**src/rtl/core/rlmf_pkg.sv**
```systemverilog
// Shared types and constants for the RGB Laplacian mirror filter.
// No dependencies; imported by every module of the filter except rlmf_ram.
package rlmf_pkg;

    localparam int CFG_INDEX_W  = 2;
    localparam int CFG_DATA_W   = 16;
    localparam int WIDTH_REG_W  = 12;
    localparam int HEIGHT_REG_W = 16;
    localparam int GAIN_W       = 8;
    localparam int CHAN_W       = 8;
    localparam int ROW_W        = HEIGHT_REG_W + 1;
    localparam int SUM_W        = CHAN_W + 3;
    localparam int QUEUE_DEPTH  = 2;

    localparam logic [CFG_INDEX_W-1:0] CFG_IMAGE_WIDTH  = 2'd0;
    localparam logic [CFG_INDEX_W-1:0] CFG_IMAGE_HEIGHT = 2'd1;
    localparam logic [CFG_INDEX_W-1:0] CFG_GAIN         = 2'd2;

    localparam logic [WIDTH_REG_W-1:0]  IMAGE_WIDTH_RESET  = 12'd512;
    localparam logic [HEIGHT_REG_W-1:0] IMAGE_HEIGHT_RESET = 16'd512;
    localparam logic [GAIN_W-1:0]       GAIN_RESET         = 8'd6;

    localparam logic CMD_PUSH  = 1'b0;
    localparam logic CMD_DRAIN = 1'b1;

    typedef struct packed {
        logic [CHAN_W-1:0] red;
        logic [CHAN_W-1:0] green;
        logic [CHAN_W-1:0] blue;
    } pixel_t;

    // low bytes of the absolute Laplacian sums, before gain
    typedef struct packed {
        logic [CHAN_W-1:0] red;
        logic [CHAN_W-1:0] green;
        logic [CHAN_W-1:0] blue;
        logic              frame_end;
    } result_t;

endpackage

```
**src/rtl/core/rlmf_queue.sv**
```systemverilog
// Short queue between front and back parts of the filter.
// Depends on rlmf_pkg for the entry type and depth.
module rlmf_queue (
    input  logic              clk,
    input  logic              rst_n,
    input  logic              push,
    input  rlmf_pkg::result_t push_data,
    output logic              space,
    input  logic              pop,
    output logic              head_valid,
    output rlmf_pkg::result_t head_data
);

    import rlmf_pkg::*;

    localparam int PW = (QUEUE_DEPTH > 1) ? $clog2(QUEUE_DEPTH) : 1;
    localparam int NW = $clog2(QUEUE_DEPTH + 1);

    result_t       entry_reg [QUEUE_DEPTH];
    logic [PW-1:0] wr_ptr_reg;
    logic [PW-1:0] wr_ptr_next;
    logic [PW-1:0] rd_ptr_reg;
    logic [PW-1:0] rd_ptr_next;
    logic [NW-1:0] count_reg;
    logic [NW-1:0] count_next;

    assign space      = (count_reg < NW'(QUEUE_DEPTH));
    assign head_valid = (count_reg != '0);
    assign head_data  = entry_reg[rd_ptr_reg];

    always_comb
    begin
        wr_ptr_next = wr_ptr_reg;
        rd_ptr_next = rd_ptr_reg;
        count_next  = count_reg;
        if (push)
        begin
            wr_ptr_next = (wr_ptr_reg == PW'(QUEUE_DEPTH - 1)) ? '0 : wr_ptr_reg + 1'b1;
        end
        if (pop)
        begin
            rd_ptr_next = (rd_ptr_reg == PW'(QUEUE_DEPTH - 1)) ? '0 : rd_ptr_reg + 1'b1;
        end
        unique case ({push, pop})
            2'b10:   count_next = count_reg + 1'b1;
            2'b01:   count_next = count_reg - 1'b1;
            default: count_next = count_reg;
        endcase
    end

    always_ff @(posedge clk or negedge rst_n)
    begin
        if (!rst_n)
        begin
            wr_ptr_reg <= '0;
            rd_ptr_reg <= '0;
            count_reg  <= '0;
        end
        else
        begin
            wr_ptr_reg <= wr_ptr_next;
            rd_ptr_reg <= rd_ptr_next;
            count_reg  <= count_next;
        end
    end

    always_ff @(posedge clk)
    begin
        if (push)
        begin
            entry_reg[wr_ptr_reg] <= push_data;
        end
    end

endmodule

```
**config.mk**
```make
export PLATFORM = sky130hd
export DESIGN_NAME = rlmf_queue
export DESIGN_NICKNAME = d
export VERILOG_FILES = /design/src/rtl/core/rlmf_pkg.sv /design/src/rtl/core/rlmf_queue.sv
export SDC_FILE = /design/constraint.sdc
export NUM_CORES = 1
export LEC_CHECK = 0
export BUFFER_PORTS_ARGS = -buffer_cell sky130_fd_sc_hd__buf_4
export CAP_MARGIN = 20
export CORE_MARGIN = 4
export CORE_UTILIZATION = 45
export DETAILED_ROUTE_END_ITERATION = 10
export GPL_TIMING_DRIVEN = 0
export PLACE_DENSITY = 0.73
export SYNTH_ARGS = -nofsm -noshare
export SYNTH_HDL_FRONTEND = slang
export SYNTH_SLANG_ARGS = --single-unit
```
**constraint.sdc**
```tcl
create_clock -name clk -period 4.5 [get_ports clk]
set_input_delay 0.45 -clock clk [delete_from_list [all_inputs] [get_ports clk]]
set_output_delay 0.45 -clock clk [all_outputs]
set_load 0.02 [all_outputs]
```
==> metrics.txt <==
Logic pwr share 41.2%; max-cap check violation count 0; Max clock buf depth 2; most common library cell in the layout ignoring fill and taps buf_4; Core ar. 4414 sq um; Syn Inst Count 94; Initial Util 47.34%; worst-margin pin slew 590.3 ps; GRT Resource Usage Total 11.67%; Synthesized Nets 124; Leak 1.104 nW; Data arrival, critical path 1450 ps; Final HPWL DP 2428 um; max reg flops 50; Slew Limit Fails 0; run status finished clean; PwrDens 630.9 nW/um^2; Switching Fraction 30.15%; R2R cell count 2; Area Growth Syn to Fin 31.56%; register bit total from synthesis 54; total power draw 0.001734 W; Clk pwr share 18.3%; slowest stage delay, CP 390 ps; Clock transition at path regs 100 ps; VDD IR max 368.2 uV; initial antenna violation count 0; Clock Sinks 54; Finish-stage setup viols 0; Inserted Diodes 0; crit path time final 1905 ps; element type at the critical path start register; htree depth 2; clock skew 6.569 ps; Mapped Area 2090 sq um; layout cells sized above 1 59.38%; Worst Path Max Fanout 10; antenna-violating nets left 0; worst path buffer plus inverter count 3; Setup WS post-layout 2595 ps; final hold viol count 0; P_int 0.001211 W; slew margin rel. 60.60%; CP top delay family buffers and inverters; Die Wd 76.14 um; RSZ-0062 raised after global routing false; fin crit share 42.33%; crit path max-delay cell type dfrtp_1; site row count 24; die area 5797 sq um; Synth cell types 13; most frequent cells in the layout buf_4, edfxtp_1, mux2_4, mux2_2, clkbuf_8; Worst Hold Depth 1; Levels on crit path 4; Finished Cell Area 2749 sq um; final wirelength 3324 um; clk_lat worst skew 300 ps; Worst Path Required 4050 ps; cts bufs inserted 5; Max Fclk 525.0 MHz; die height 76.14 um; gpl congestion 0.6531; largest net degree at the start of global routing 18; Layout Utilization 62.27%; synth warn 0; drt first pass iters 3; Flop pwr share 40.5%; sequential cell area fraction in the yosys report 76.65%; pre-CTS setup slack 2838 ps; clock tree from TritonCTS yes; vias in the first global route 1181; Area after DPL 2625 sq um; IO Count 56; Hold Buf Count CTS 1; total number of vias 1007; global-route wire length before repair 5409 um; NetSw 0.0005229 W; IO buf count 55; Root Driver clkbuf_8; Vias/cell 4.750; Starting DRT DRC Count 33; path type of the worst setup path register to output port; critical path endpoint category output port; syn_area_per_cell 22.23 sq um; fin nets 189; grt total ovfl 0; cts repair resizes 0; worst-path cell chain buf_6 -> buf_12 -> mux2_4 -> buf_4; Setup Fix Bufs, Post-CTS 0; DR DRC count 0; Wirelength per Cell 15.68 um; Hold Crit Class primary input to register; setup TNS 0 ps
## synth_stat cells, drive strengths merged
library cell / count / area (sq um)
edfxtp: 50 / 1501
mux2: 25 / 352.8
dfrtp: 4 / 100.1
buf: 3 / 51.30
xnor2: 3 / 26.28
inv: 2 / 7.510
nor2: 2 / 7.510
xor2: 2 / 17.52
and2: 1 / 6.260
ha: 1 / 12.51
or2: 1 / 6.260
## stage by stage
step                std cells  hold slack (ps)
finish                    212            327.4
global route              212            302.3
CTS                       212            317.1
detailed placement        203            247.7
global placement          201            245.4
floorplan                  94            154.4
## power by group through the flow
stage / clock network [W] / logic, W / registers, W
after floorplan: 0 / 0.000470 / 0.000706
after global placement: 0 / 0.000687 / 0.000711
after detailed placement: 0 / 0.000728 / 0.000715
after CTS: 0.000327 / 0.000731 / 0.000704
after global routing: 0.000350 / 0.000758 / 0.000712
final: 0.000317 / 0.000715 / 0.000702
## layout make-up
type	instances	area, sq um
Clock buffer	5	68.82
Timing Repair Buffer	58	478.0
Multi-Input combinational cell	35	431.7
Buffer	3	51.30
Clock inverter	3	45.04
Tap cell	52	65.06
Sequential cell	54	1602
Inverter	2	7.507
Fill cell	318	1665
## routing by layer
layer  part of all wire (%)  GRT usage, %  vias to the layer above
li1                       -             -                      486
met1                     41         13.66                      474
met2                     51         19.78                       43
met3                    8.1         5.083                        4
met4                   0.75         2.622                        0
met5                      0             0                        -
## cells by family after synthesis
logic type / Yosys count / synth area share [%]
xor gates and xnor gates: 5 / 2.096
adders and majority gates: 1 / 0.5987
buffers and inverters: 5 / 2.815
DFF: 54 / 76.65
muxes: 25 / 16.89
and+or+nand+nor: 4 / 0.9586
## worst reg2reg max path, stage by stage (launching register included)
cell     delay, ps
dfrtp_1        400
and2_1         490
buf_16         230
## worst paths after layout
| kind | startpoint | endpoint | slack [ps] |
|---|---|---|---|
| setup reg to reg | wr_ptr_reg$_DFFE_PN0P_ | entry_reg[1][24]$_DFFE_PP_ | 3090 |
| setup / recovery | rd_ptr_reg$_DFFE_PN0P_ | head_data[0] | 2600 |
| max in group asynchronous | rst_n | rd_ptr_reg$_DFFE_PN0P_ | 3920 |
| hold / removal | push_data[2] | entry_reg[0][2]$_DFFE_PP_ | 330 |
| min in group asynchronous | rst_n | wr_ptr_reg$_DFFE_PN0P_ | 480 |
| hold reg to reg | wr_ptr_reg$_DFFE_PN0P_ | wr_ptr_reg$_DFFE_PN0P_ | 510 |
Note: power is estimated with default switching activity, not from simulation.
