File: src/rtl/core/rlmf_pkg.sv
// Shared types and constants for the RGB Laplacian mirror filter.
// No dependencies; imported by every module of the filter except rlmf_ram.
package rlmf_pkg;

    localparam int CFG_INDEX_W  = 2;
    localparam int CFG_DATA_W   = 16;
    localparam int WIDTH_REG_W  = 12;
    localparam int HEIGHT_REG_W = 16;
    localparam int GAIN_W       = 8;
    localparam int CHAN_W       = 8;
    localparam int ROW_W        = HEIGHT_REG_W + 1;
    localparam int SUM_W        = CHAN_W + 3;
    localparam int QUEUE_DEPTH  = 2;

    localparam logic [CFG_INDEX_W-1:0] CFG_IMAGE_WIDTH  = 2'd0;
    localparam logic [CFG_INDEX_W-1:0] CFG_IMAGE_HEIGHT = 2'd1;
    localparam logic [CFG_INDEX_W-1:0] CFG_GAIN         = 2'd2;

    localparam logic [WIDTH_REG_W-1:0]  IMAGE_WIDTH_RESET  = 12'd512;
    localparam logic [HEIGHT_REG_W-1:0] IMAGE_HEIGHT_RESET = 16'd512;
    localparam logic [GAIN_W-1:0]       GAIN_RESET         = 8'd6;

    localparam logic CMD_PUSH  = 1'b0;
    localparam logic CMD_DRAIN = 1'b1;

    typedef struct packed {
        logic [CHAN_W-1:0] red;
        logic [CHAN_W-1:0] green;
        logic [CHAN_W-1:0] blue;
    } pixel_t;

    // low bytes of the absolute Laplacian sums, before gain
    typedef struct packed {
        logic [CHAN_W-1:0] red;
        logic [CHAN_W-1:0] green;
        logic [CHAN_W-1:0] blue;
        logic              frame_end;
    } result_t;

endpackage

File: src/rtl/core/rlmf_back.sv
// Back part: applies the gain to each channel and holds the output register.
// Depends on rlmf_pkg.
module rlmf_back (
    input  logic                        clk,
    input  logic                        rst_n,
    input  logic [rlmf_pkg::GAIN_W-1:0] gain,
    input  logic                        head_valid,
    input  rlmf_pkg::result_t           head_data,
    output logic                        pop,
    output logic                        out_valid,
    input  logic                        out_ready,
    output logic [rlmf_pkg::CHAN_W-1:0] out_blue,
    output logic [rlmf_pkg::CHAN_W-1:0] out_green,
    output logic [rlmf_pkg::CHAN_W-1:0] out_red,
    output logic                        frame_end
);

    import rlmf_pkg::*;

    localparam int PRODUCT_W = CHAN_W + GAIN_W;

    logic                 out_valid_reg;
    logic                 out_valid_next;
    logic [CHAN_W-1:0]    blue_reg;
    logic [CHAN_W-1:0]    green_reg;
    logic [CHAN_W-1:0]    red_reg;
    logic                 frame_end_reg;
    logic [PRODUCT_W-1:0] prod_blue;
    logic [PRODUCT_W-1:0] prod_green;
    logic [PRODUCT_W-1:0] prod_red;

    assign pop        = head_valid && (!out_valid_reg || out_ready);
    assign prod_blue  = PRODUCT_W'(head_data.blue) * PRODUCT_W'(gain);
    assign prod_green = PRODUCT_W'(head_data.green) * PRODUCT_W'(gain);
    assign prod_red   = PRODUCT_W'(head_data.red) * PRODUCT_W'(gain);

    always_comb
    begin
        out_valid_next = out_valid_reg;
        if (pop)
        begin
            out_valid_next = 1'b1;
        end
        else if (out_ready)
        begin
            out_valid_next = 1'b0;
        end
    end

    always_ff @(posedge clk or negedge rst_n)
    begin
        if (!rst_n)
        begin
            out_valid_reg <= 1'b0;
        end
        else
        begin
            out_valid_reg <= out_valid_next;
        end
    end

    always_ff @(posedge clk)
    begin
        if (pop)
        begin
            blue_reg      <= prod_blue[CHAN_W-1:0];
            green_reg     <= prod_green[CHAN_W-1:0];
            red_reg       <= prod_red[CHAN_W-1:0];
            frame_end_reg <= head_data.frame_end;
        end
    end

    assign out_valid = out_valid_reg;
    assign out_blue  = blue_reg;
    assign out_green = green_reg;
    assign out_red   = red_reg;
    assign frame_end = frame_end_reg;

endmodule

File: config.mk
export PLATFORM = sky130hd
export DESIGN_NAME = rlmf_back
export DESIGN_NICKNAME = d
export VERILOG_FILES = /design/src/rtl/core/rlmf_pkg.sv /design/src/rtl/core/rlmf_back.sv
export SDC_FILE = /design/constraint.sdc
export NUM_CORES = 1
export LEC_CHECK = 0
export ABC_AREA = 0
export BUFFER_PORTS_ARGS = -buffer_cell sky130_fd_sc_hd__buf_2
export CAP_MARGIN = 0
export CORE_UTILIZATION = 45
export DETAILED_ROUTE_END_ITERATION = 7
export GPL_ROUTABILITY_DRIVEN = 0
export PLACE_DENSITY_LB_ADDON = 0.25
export SLEW_MARGIN = 10
export SYNTH_ARGS = -nofsm -noshare
export SYNTH_HDL_FRONTEND = slang
export SYNTH_SLANG_ARGS = --single-unit
File: constraint.sdc
create_clock -name clk -period 1.76 [get_ports clk]
set_input_delay 0.264 -clock clk [delete_from_list [all_inputs] [get_ports clk]]
set_output_delay 0.264 -clock clk [all_outputs]
set_load 0.005 [all_outputs]
==> results of run 1 <==
timing repair:
item,CTS,global route
gates cloned,1,0
resized for setup,49,43
hold endpoints to repair,1,0
pin swaps,29,28
setup endpoints to repair,15,15
buffers inserted,4,2
hold buffers,1,0
critical path, cell delays in order:
cell	delay [ns]
buf_8	0.08
buf_12	0.13
nand2_4	0.05
fa_2	0.37
fa_1	0.49
inv_1	0.05
fa_1	0.48
inv_1	0.05
fa_2	0.52
inv_2	0.04
ha_4	0.21
a21oi_2	0.16
xnor3_1	0.31
report_power, final:
part           switching, mW  internal [mW]  leakage, nW
clock                  0.213          0.157       0.0231
combinational           1.04           1.33         2.23
sequential            0.0273          0.895        0.251
cells by family (layout without fill, tap and decap cells):
family,after synthesis,after routing,share of synthesized area
AO/OA/AOI/OAI,12,12,0.0214
adder cells (fa/ha/maj),84,84,0.377
XOR/XNOR,39,39,0.133
buffers and inverters,85,204,0.0909
AND/OR/NAND/NOR,111,111,0.157
flip-flops,26,26,0.221
through the flow:
| step | util | power, mW | instance area, sq um | setup TNS, ns | std cells |
|---|---|---|---|---|---|
| floorplan | - | 2.40 | 3880 | -16.46 | 357 |
| global placement | 0.622 | 2.95 | 4610 | -20.26 | 564 |
| detailed placement | 0.622 | 3.03 | 4610 | -20.92 | 564 |
| CTS | 0.660 | 3.59 | 4890 | -14.27 | 574 |
| global route | 0.680 | 3.98 | 5040 | -14.23 | 575 |
| finish | 0.680 | 3.66 | 5040 | -13.42 | 575 |
per-layer routing:
metal / up-vias / global-route usage
li1: 1320 / -
met1: 1344 / 0.289
met2: 57 / 0.364
met3: 4 / 0.0168
met4: 0 / 0.0484
met5: - / 0
synth_stat cells (all sizes together):
cell type	number
fa	36
inv	77
ha	48
nand2b	2
edfxtp	25
nand2	57
a21o	6
and2	52
xor2	3
a21oi	6
xnor3	9
dfrtp	1
clkbuf	8
xnor2	27
worst max path at each step:
stage	from	endpoint	slack [ns]
floorplan	gain[2]	out_blue[7]	-1.64
global placement	gain[4]	out_blue[7]	-1.82
detailed placement	gain[4]	out_blue[7]	-1.91
CTS	gain[2]	out_blue[7]	-1.40
global route	gain[2]	out_blue[7]	-1.50
finish	gain[2]	out_blue[7]	-1.42
final cells by class:
class                   instances  area [sq um]
multi-input cells             246          2850
fillers                       566          2370
repair buffers                123           953
flip-flops and latches         26           776
inverters                      77           289
well taps                      99           124
clock buffers                   3          41.3
clock inverters                 1          3.75
==> summary.md, run 1 <==
| Metric | Value |
|---|---|
| Yosys cell types | 14 |
| Final HPWL from detailed placement | 6300 um |
| Overall die area | 8150 sq um |
| Post-detailed-route DRC marker count | 0 |
| Wire length on met3 | 273 um |
| Number of clock sinks | 26 |
| Vert. Die Dim | 90.3 um |
| Startpoint type of the worst setup path | input pin |
| R2r endpoint | out_blue[7] |
| Start point of the worst min-delay path | head_data[0] |
| Status | complete, but fails checks |
| Final Hold Fails | 0 |
| End point of the worst hold path | frame_end |
| Final critical path time including I/O delays and setup | 3.18 ns |
| Period utilization | 1.81 |
| Site row count | 31 |
| CTS Root Cell | clkbuf_8 |
| Final net count | 598 |
| Core area | 7410 sq um |
| Commonest cells after routing, fill and taps aside | inv_1 (59), buf_2 (49), buf_4 (47), nand2_1 (46), and2_1 (39) |
| H-tree depth | 1 |
| Crit path kind | input pin to flop |
| Largest net degree at the start of global routing | 19 |
| Clock transition at the registers of the reported paths | 0.10 ns |
| Tightest Hold Check Type | input pin to flop |
| Critical path fanouts, max | 8 |
| Maximum buffer depth of the clock tree | 2 |
| N_diodes | 0 |
| Unrepaired setup endpoints after global routing | yes |
| Total gr overflow | 0 |
| Area added between synthesis and finish | 43.7% |
| Worst setup skew after layout | 0.00497 ns |
| Most common library cell in the layout ignoring fill and taps | inv_1 |
| Slew at the pin closest to its max-slew limit | 0.269 ns |
| Placement-stage worst setup slack | -1.91 ns |
| Static leakage | 2.50 nW |
| Initial core utilization | 0.474 |
| Element type at the critical path end | flop |
| Routed via count divided by cell count | 4.74 |
| Cells after Synth | 357 |
| Worst Slack Setup Final | -1.42 ns |
| Drt wl/cell | 14.1 um |
| Initial antenna violation count | 0 |
| Later-pin clock latency in the skew report | 0.28 ns |
| Total I/O pin count | 64 |
| Proportion of netlist area held by the largest area contributor | 0.214 |
| Area of the mapped netlist | 3510 sq um |
| Die X-Extent | 90.3 um |
| Library cell with the largest summed area after synthesis | edfxtp_1 |
| Yosys reg bits | 26 |
| Vias in the first global route | 2,837 |
| Max-cap viol count | 0 |
| Violated checks | setup timing |
| Maximum vdd drop | 0.000545 V |
| Total Routed Length | 8120 um |
| Routed wire length on met2 | 4110 um |
| Worst rel slew slack | 0.821 |
| Share of layout cells above drive strength 1 | 0.445 |
| CTS buffer count | 3 |
| Antenna viol nets, final | 0 |
| Number of iterations in the first detailed-routing pass | 4 |
| Highest routed layer | met4 |
| Global-route total usage across every layer | 0.211 |
| Via count | 2,725 |
| Crit path arrival time | 3.22 ns |
| TritonCTS clock tree | yes |
| Worst reg-to-reg path cell count | 3 |
| P per Cell Area | 727 nW/um^2 |
| IO Port Bufs | 63 |
| Count of pins over their slew limit | 0 |
| Yosys warnings | 0 |
| Metal1 wirelength | 3670 um |
| Initial DRC count | 95 |
| Global-route wire length before repair | 13,500 um |
| Proportion of synthesized chip area in sequential cells | 0.221 |
| Syn_nets | 478 |
| Startpoint of the lowest-slack register-to-register path | out_valid |
| Fmax | 314 MHz |
| Total of endpoints with negative setup slack in the final report | 15 |
| Register-to-register setup slack | 0.54 ns |
| Largest cells by area after synthesis | edfxtp_1 (21%), fa_1 (21%), ha_1 (17%) |
| Final-layout worst hold slack | 0.155 ns |
| Mean instance size in the synthesized netlist | 9.83 sq um |
| Required arrival time at the worst endpoint | 1.79 ns |
| Worst Hold Path Cells | 1 |
Power figures use the tool's default switching activity.
==> run 2: changes to the inputs <==
--- a/config.mk
+++ b/config.mk
@@ -9,6 +9,7 @@
 export BUFFER_PORTS_ARGS = -buffer_cell sky130_fd_sc_hd__buf_2
 export CAP_MARGIN = 0
 export CORE_UTILIZATION = 45
+export CTS_BUF_LIST = sky130_fd_sc_hd__clkbuf_4
 export DETAILED_ROUTE_END_ITERATION = 7
 export GPL_ROUTABILITY_DRIVEN = 0
 export PLACE_DENSITY_LB_ADDON = 0.25
==> run 2 against run 1 <==
  * The run still ends with setup timing left
  * Worst setup slack improved by 0.092 ns
  * Maximum frequency increased by 3.0%
  * Combinational power hardly changed
  * Hold slack worse by 0.062 ns
  * Register-to-register slack is essentially flat
  * Largest power group unchanged
  * Highest routed layer unchanged
==> summary.md, run 2 (synthesized netlist as in run 1, its figures left out) <==
| Metric | Value |
|---|---|
| Status | complete, but fails checks |
| Violated checks | setup timing |
| Number of iterations in the first detailed-routing pass | 4 |
| Tightest Hold Check Type | input pin to flop |
| Critical path fanouts, max | 8 |
| Post-Route Utilization | 0.671 |
| Vert. Die Dim | 90.3 um |
| Met3 Usage GRT | 0.0168 |
| Later-pin clock latency in the skew report | 0.33 ns |
| Start point of the worst min-delay path | head_data[0] |
| Total gr overflow | 0 |
| Area added between synthesis and finish | 41.8% |
| Post-detailed-route DRC marker count | 0 |
| Number of fillers in the final layout | 588 |
| Total I/O pin count | 64 |
| P per Cell Area | 718 nW/um^2 |
| Final-layout worst hold slack | 0.0925 ns |
| Commonest cells after routing, fill and taps aside | inv_1 (58), buf_2 (53), buf_4 (51), nand2_1 (46), and2_1 (40) |
| Largest net degree at the start of global routing | 19 |
| Cell total after placement | 564 |
| Multi-input logic area | 2850 sq um |
| Placement-stage worst setup slack | -1.91 ns |
| Final net count | 599 |
| N_diodes | 0 |
| Max-cap viol count | 0 |
| H-tree depth | 1 |
| CTS buffer count | 3 |
| Vias in the first global route | 2,821 |
| Total Routed Length | 7900 um |
| Startpoint type of the worst setup path | input pin |
| Final Hold Fails | 0 |
| Count of placed standard cells in the final layout, fillers left out | 576 |
| Routed via count divided by cell count | 4.70 |
| Antenna viol nets, final | 0 |
| CTS Root Cell | clkbuf_4 |
| Die X-Extent | 90.3 um |
| Clock transition at the registers of the reported paths | 0.16 ns |
| Site row count | 31 |
| Final HPWL from detailed placement | 6300 um |
| Total of endpoints with negative setup slack in the final report | 15 |
| Via count | 2,709 |
| Global-route total usage across every layer | 0.208 |
| Worst rel slew slack | 0.822 |
| FF+latch area | 776 sq um |
| Timing startpoint of the critical path | gain[2] |
| Most common library cell in the layout ignoring fill and taps | inv_1 |
| Maximum buffer depth of the clock tree | 2 |
| Met1 GRT Util | 0.290 |
| Static leakage | 2.47 nW |
| Overall die area | 8150 sq um |
| Most used routing layer in global routing | met2 |
| Initial DRC count | 107 |
| TritonCTS clock tree | yes |
| Crit path arrival time | 3.20 ns |
| Global-route wire length before repair | 13,400 um |
| Drt wl/cell | 13.7 um |
| GR Util met2 | 0.357 |
| Slew at the pin closest to its max-slew limit | 0.267 ns |
| Number of clock sinks | 26 |
| Initial antenna violation count | 0 |
| Fmax | 323 MHz |
| Element type at the critical path end | flop |
| Worst setup skew after layout | 0.00525 ns |
| Maximum vdd drop | 0.000541 V |
| Count of pins over their slew limit | 0 |
| Crit path kind | input pin to flop |
| Final critical path time including I/O delays and setup | 3.09 ns |
| Required arrival time at the worst endpoint | 1.86 ns |
| Startpoint of the lowest-slack register-to-register path | out_valid |
| Unrepaired setup endpoints after global routing | yes |
| Period utilization | 1.76 |
| Worst Slack Setup Final | -1.33 ns |
| Core area | 7410 sq um |
| Share of layout cells above drive strength 1 | 0.447 |
| IO Port Bufs | 63 |
| Sum of negative setup slack | -12.61 ns |
| Initial core utilization | 0.474 |
## run 2: worst max-delay path, stage by stage
cell	delay [ns]
buf_8	0.08
buf_12	0.13
nand2_4	0.05
fa_2	0.37
fa_1	0.49
inv_1	0.05
fa_1	0.47
inv_1	0.05
fa_2	0.34
xor2_2	0.17
xnor3_1	0.25
xnor3_1	0.26
xnor3_1	0.22
## run 2: worst paths after layout
kind / to / slack (ns) / cells past startpoint
min: frame_end / 0.09 / 1
max: out_blue[7] / -1.33 / 13
max in group asynchronous: out_valid / 1.48 / 2
min reg2reg: out_valid / 0.53 / 2
max reg2reg: out_blue[7] / 0.54 / 3
min in group asynchronous: out_valid / 0.20 / 2
## run 2: per-layer routing
layer,up-vias,wire [um]
li1,1327,-
met2,60,3890
met5,-,0
met3,6,291
met1,1316,3640
met4,0,78
## run 2: area by class of cell
| class | instances | share of cell area |
|---|---|---|
| multi-input combinational | 246 | 0.573 |
| timing repair buffer | 124 | 0.182 |
| sequential | 26 | 0.156 |
| inverter | 77 | 0.0581 |
| tap | 99 | 0.0249 |
| clock buffer | 3 | 0.00453 |
| clock inverter | 1 | 0.000755 |
## run 2: report_power, final
part,leakage (nW),total (mW),switching [mW],internal [mW]
Clock,0.0154,0.287,0.204,0.0834
Sequential,0.251,0.921,0.0271,0.894
Combinational,2.21,2.36,1.04,1.32
Total,2.47,3.57,1.27,2.30
## run 2: stage by stage
| stage | power [mW] | area, sq um |
|---|---|---|
| after floorplan | 2.40 | 3880 |
| after global placement | 2.95 | 4610 |
| after detailed placement | 3.03 | 4610 |
| after CTS | 3.52 | 4870 |
| after global routing | 3.88 | 4970 |
| final | 3.57 | 4970 |
## run 2: repair_timing
item,4_1_cts,5_1_grt
pin swaps,26,19
hold endpoints to repair,1,0
cloned,1,0
hold buffers,1,0
setup endpoints to repair,15,15
buffers inserted,4,3
gates resized for setup,48,27
==> run 3: changes to the inputs <==
--- a/config.mk
+++ b/config.mk
@@ -12,6 +12,7 @@
 export CTS_BUF_LIST = sky130_fd_sc_hd__clkbuf_4
 export DETAILED_ROUTE_END_ITERATION = 7
 export GPL_ROUTABILITY_DRIVEN = 0
+export HOLD_SLACK_MARGIN = 0.06
 export PLACE_DENSITY_LB_ADDON = 0.25
 export SLEW_MARGIN = 10
 export SYNTH_ARGS = -nofsm -noshare
==> constraint.sdc (replaced) <==
create_clock -name clk -period 1.76 [get_ports clk]
set_input_delay 0.264 -clock clk [delete_from_list [all_inputs] [get_ports clk]]
set_output_delay 0.264 -clock clk [all_outputs]
set_load 0.02 [all_outputs]
==> run 3 against run 2 <==
  * The flow still finishes with violations (setup timing)
  * Largest power group unchanged
  * Combinational power grew 9.7%
  * Critical path depth is the same
  * Critical endpoint is now out_red[7]
  * Largest cell class unchanged
  * Global-route usage grew 1.4 points
  * Clock power grew 2%
==> summary.md, run 3 (synthesized netlist as in run 1, its figures left out) <==
| Metric | Value |
|---|---|
| Number of iterations in the first detailed-routing pass | 4 |
| Final Hold Fails | 0 |
| CTS Root Cell | clkbuf_4 |
| Post-Route Utilization | 0.685 |
| CTS buffer count | 3 |
| Routed wire length on met2 | 4200 um |
| P_int | 2.36 mW |
| Area added between synthesis and finish | 44.6% |
| Commonest cells after routing, fill and taps aside | inv_1 (57), buf_2 (49), nand2_1 (48), buf_4 (45), and2_1 (42) |
| Final net count | 600 |
| Total buffers and inverters traversed by the critical path | 5 |
| Later-pin clock latency in the skew report | 0.35 ns |
| Slew at the pin closest to its max-slew limit | 0.307 ns |
| Count of pins over their slew limit | 0 |
| Global-route total usage across every layer | 0.222 |
| TritonCTS clock tree | yes |
| Sequential cell fraction of total power | 0.242 |
| Status | complete, but fails checks |
| Via count | 2,766 |
| IO Port Bufs | 63 |
| Metal1 wirelength | 3570 um |
| FF+latch area | 776 sq um |
| Clock transition at the registers of the reported paths | 0.16 ns |
| Core area | 7410 sq um |
| Number of fillers in the final layout | 576 |
| Critical path fanouts, max | 8 |
| Highest routed layer | met4 |
| Die X-Extent | 90.3 um |
| Switching pwr | 1.44 mW |
| Total gr overflow | 0 |
| Maximum vdd drop | 0.000541 V |
| Ordered list of cells on the worst path | buf_12 > buf_12 > nand2_4 > fa_2 > fa_1 > inv_2 > fa_1 > inv_2 > fa_2 > inv_2 > ha_4 > a21oi_4 > xnor3_1 |
| Crit path arrival time | 3.17 ns |
| Clock network fraction of total power | 0.077 |
| Total I/O pin count | 64 |
| Initial core utilization | 0.474 |
| Multi-input logic area | 2850 sq um |
| Most common library cell in the layout ignoring fill and taps | inv_1 |
| Part of the power in combinational logic | 0.680 |
| Largest net degree at the start of global routing | 19 |
| Total Routed Length | 8300 um |
| Crit path kind | input pin to flop |
| P per Cell Area | 749 nW/um^2 |
| Routed via count divided by cell count | 4.79 |
| Element type at the critical path end | flop |
| Drt wl/cell | 14.4 um |
| Site row count | 31 |
| Antenna viol nets, final | 0 |
| Required arrival time at the worst endpoint | 1.87 ns |
| Number of clock sinks | 26 |
| Cell total after placement | 563 |
| H-tree depth | 1 |
| Fmax | 327 MHz |
| Area of placed instances | 4600 sq um |
| Delay contributed by the slowest stage of the critical path | 0.52 ns |
| Share of layout cells above drive strength 1 | 0.446 |
| Slowest cell on the critical path | fa_2 |
| Global-route wire length before repair | 14,100 um |
| Count of placed standard cells in the final layout, fillers left out | 578 |
| Worst rel slew slack | 0.795 |
| Worst setup skew after layout | 0.00909 ns |
| Maximum buffer depth of the clock tree | 2 |
| Vert. Die Dim | 90.3 um |
| Static leakage | 2.51 nW |
| Unrepaired setup endpoints after global routing | yes |
| Violated checks | setup timing |
| Finished Cell Area | 5070 sq um |
| Most common cell type on the critical path | inv_2 |
| Initial antenna violation count | 1 |
| Total of endpoints with negative setup slack in the final report | 14 |
| Overall die area | 8150 sq um |
| Vias in the first global route | 2,996 |
| Initial DRC count | 101 |
| Startpoint type of the worst setup path | input pin |
| Final critical path time including I/O delays and setup | 3.06 ns |
| Max-cap viol count | 0 |
| Tightest Hold Check Type | input pin to flop |
| Final HPWL from detailed placement | 6320 um |
| Net switching share of the total power | 0.379 |
| Period utilization | 1.74 |
| Post-detailed-route DRC marker count | 0 |
| Largest delay contributor family on the critical path | adder cells |
| Wire length on met3 | 446 um |
| Worst Slack Setup Final | -1.30 ns |
==> run 3: cell types whose count changed in the layout (fill, tap and decap cells not counted), sizes merged <==
cell | previous run | this run
buf | 122 | 124
clkbuf | 4 | 3
diode | 0 | 1
==> run 3: power groups by stage <==
| stage | clock network (mW) | registers [mW] | logic, mW |
|---|---|---|---|
| after floorplan | 0 | 1.11 | 1.44 |
| after global placement | 0 | 0.936 | 2.16 |
| after detailed placement | 0 | 0.937 | 2.23 |
| after CTS | 0.311 | 0.924 | 2.43 |
| after global routing | 0.319 | 0.937 | 2.87 |
| final | 0.294 | 0.922 | 2.59 |
==> run 3: final timing paths <==
path | from | slack (ns) | endpoint | cells after the start
worst max-delay path | gain[2] | -1.30 | out_red[7] | 13
worst min register to register | out_valid | 0.53 | out_valid | 2
worst max register to register | out_valid | 0.31 | out_red[5] | 3
max in group asynchronous | rst_n | 1.49 | out_valid | 2
worst min-delay path | head_data[0] | 0.07 | frame_end | 1
min in group asynchronous | rst_n | 0.19 | out_valid | 2
==> run 3: layer usage <==
layer,GRT usage,up-vias
li1,-,1326
met1,0.292,1355
met2,0.383,79
met3,0.0253,6
met4,0.0726,0
met5,0,-
==> run 3: layout make-up <==
cell class | instances | area share
clock inverter | 1 | 0.000740
antenna | 1 | 0.000493
clock buffer | 3 | 0.00444
multi-input combinational | 246 | 0.562
inverter | 77 | 0.0570
tap | 99 | 0.0244
sequential | 26 | 0.153
timing repair buffer | 125 | 0.199
==> run 3: timing repair <==
item	CTS	global route
hold buffers	1	0
setup endpoints to repair	15	15
buffers inserted	7	3
resized for setup	70	31
gates cloned	1	0
pin swaps	35	28
endpoints found under the hold margin	1	0
==> run 3: stage by stage <==
step	total power, mW	worst slack, ns	setup TNS [ns]	hold slack (ns)
floorplan	2.55	-1.64	-16.46	-0.0316
global placement	3.10	-1.83	-20.33	0.0389
detailed placement	3.17	-1.84	-20.82	0.0415
CTS	3.67	-1.28	-12.18	0.0629
global route	4.13	-1.37	-13.05	0.0669
finish	3.80	-1.30	-12.23	0.0707
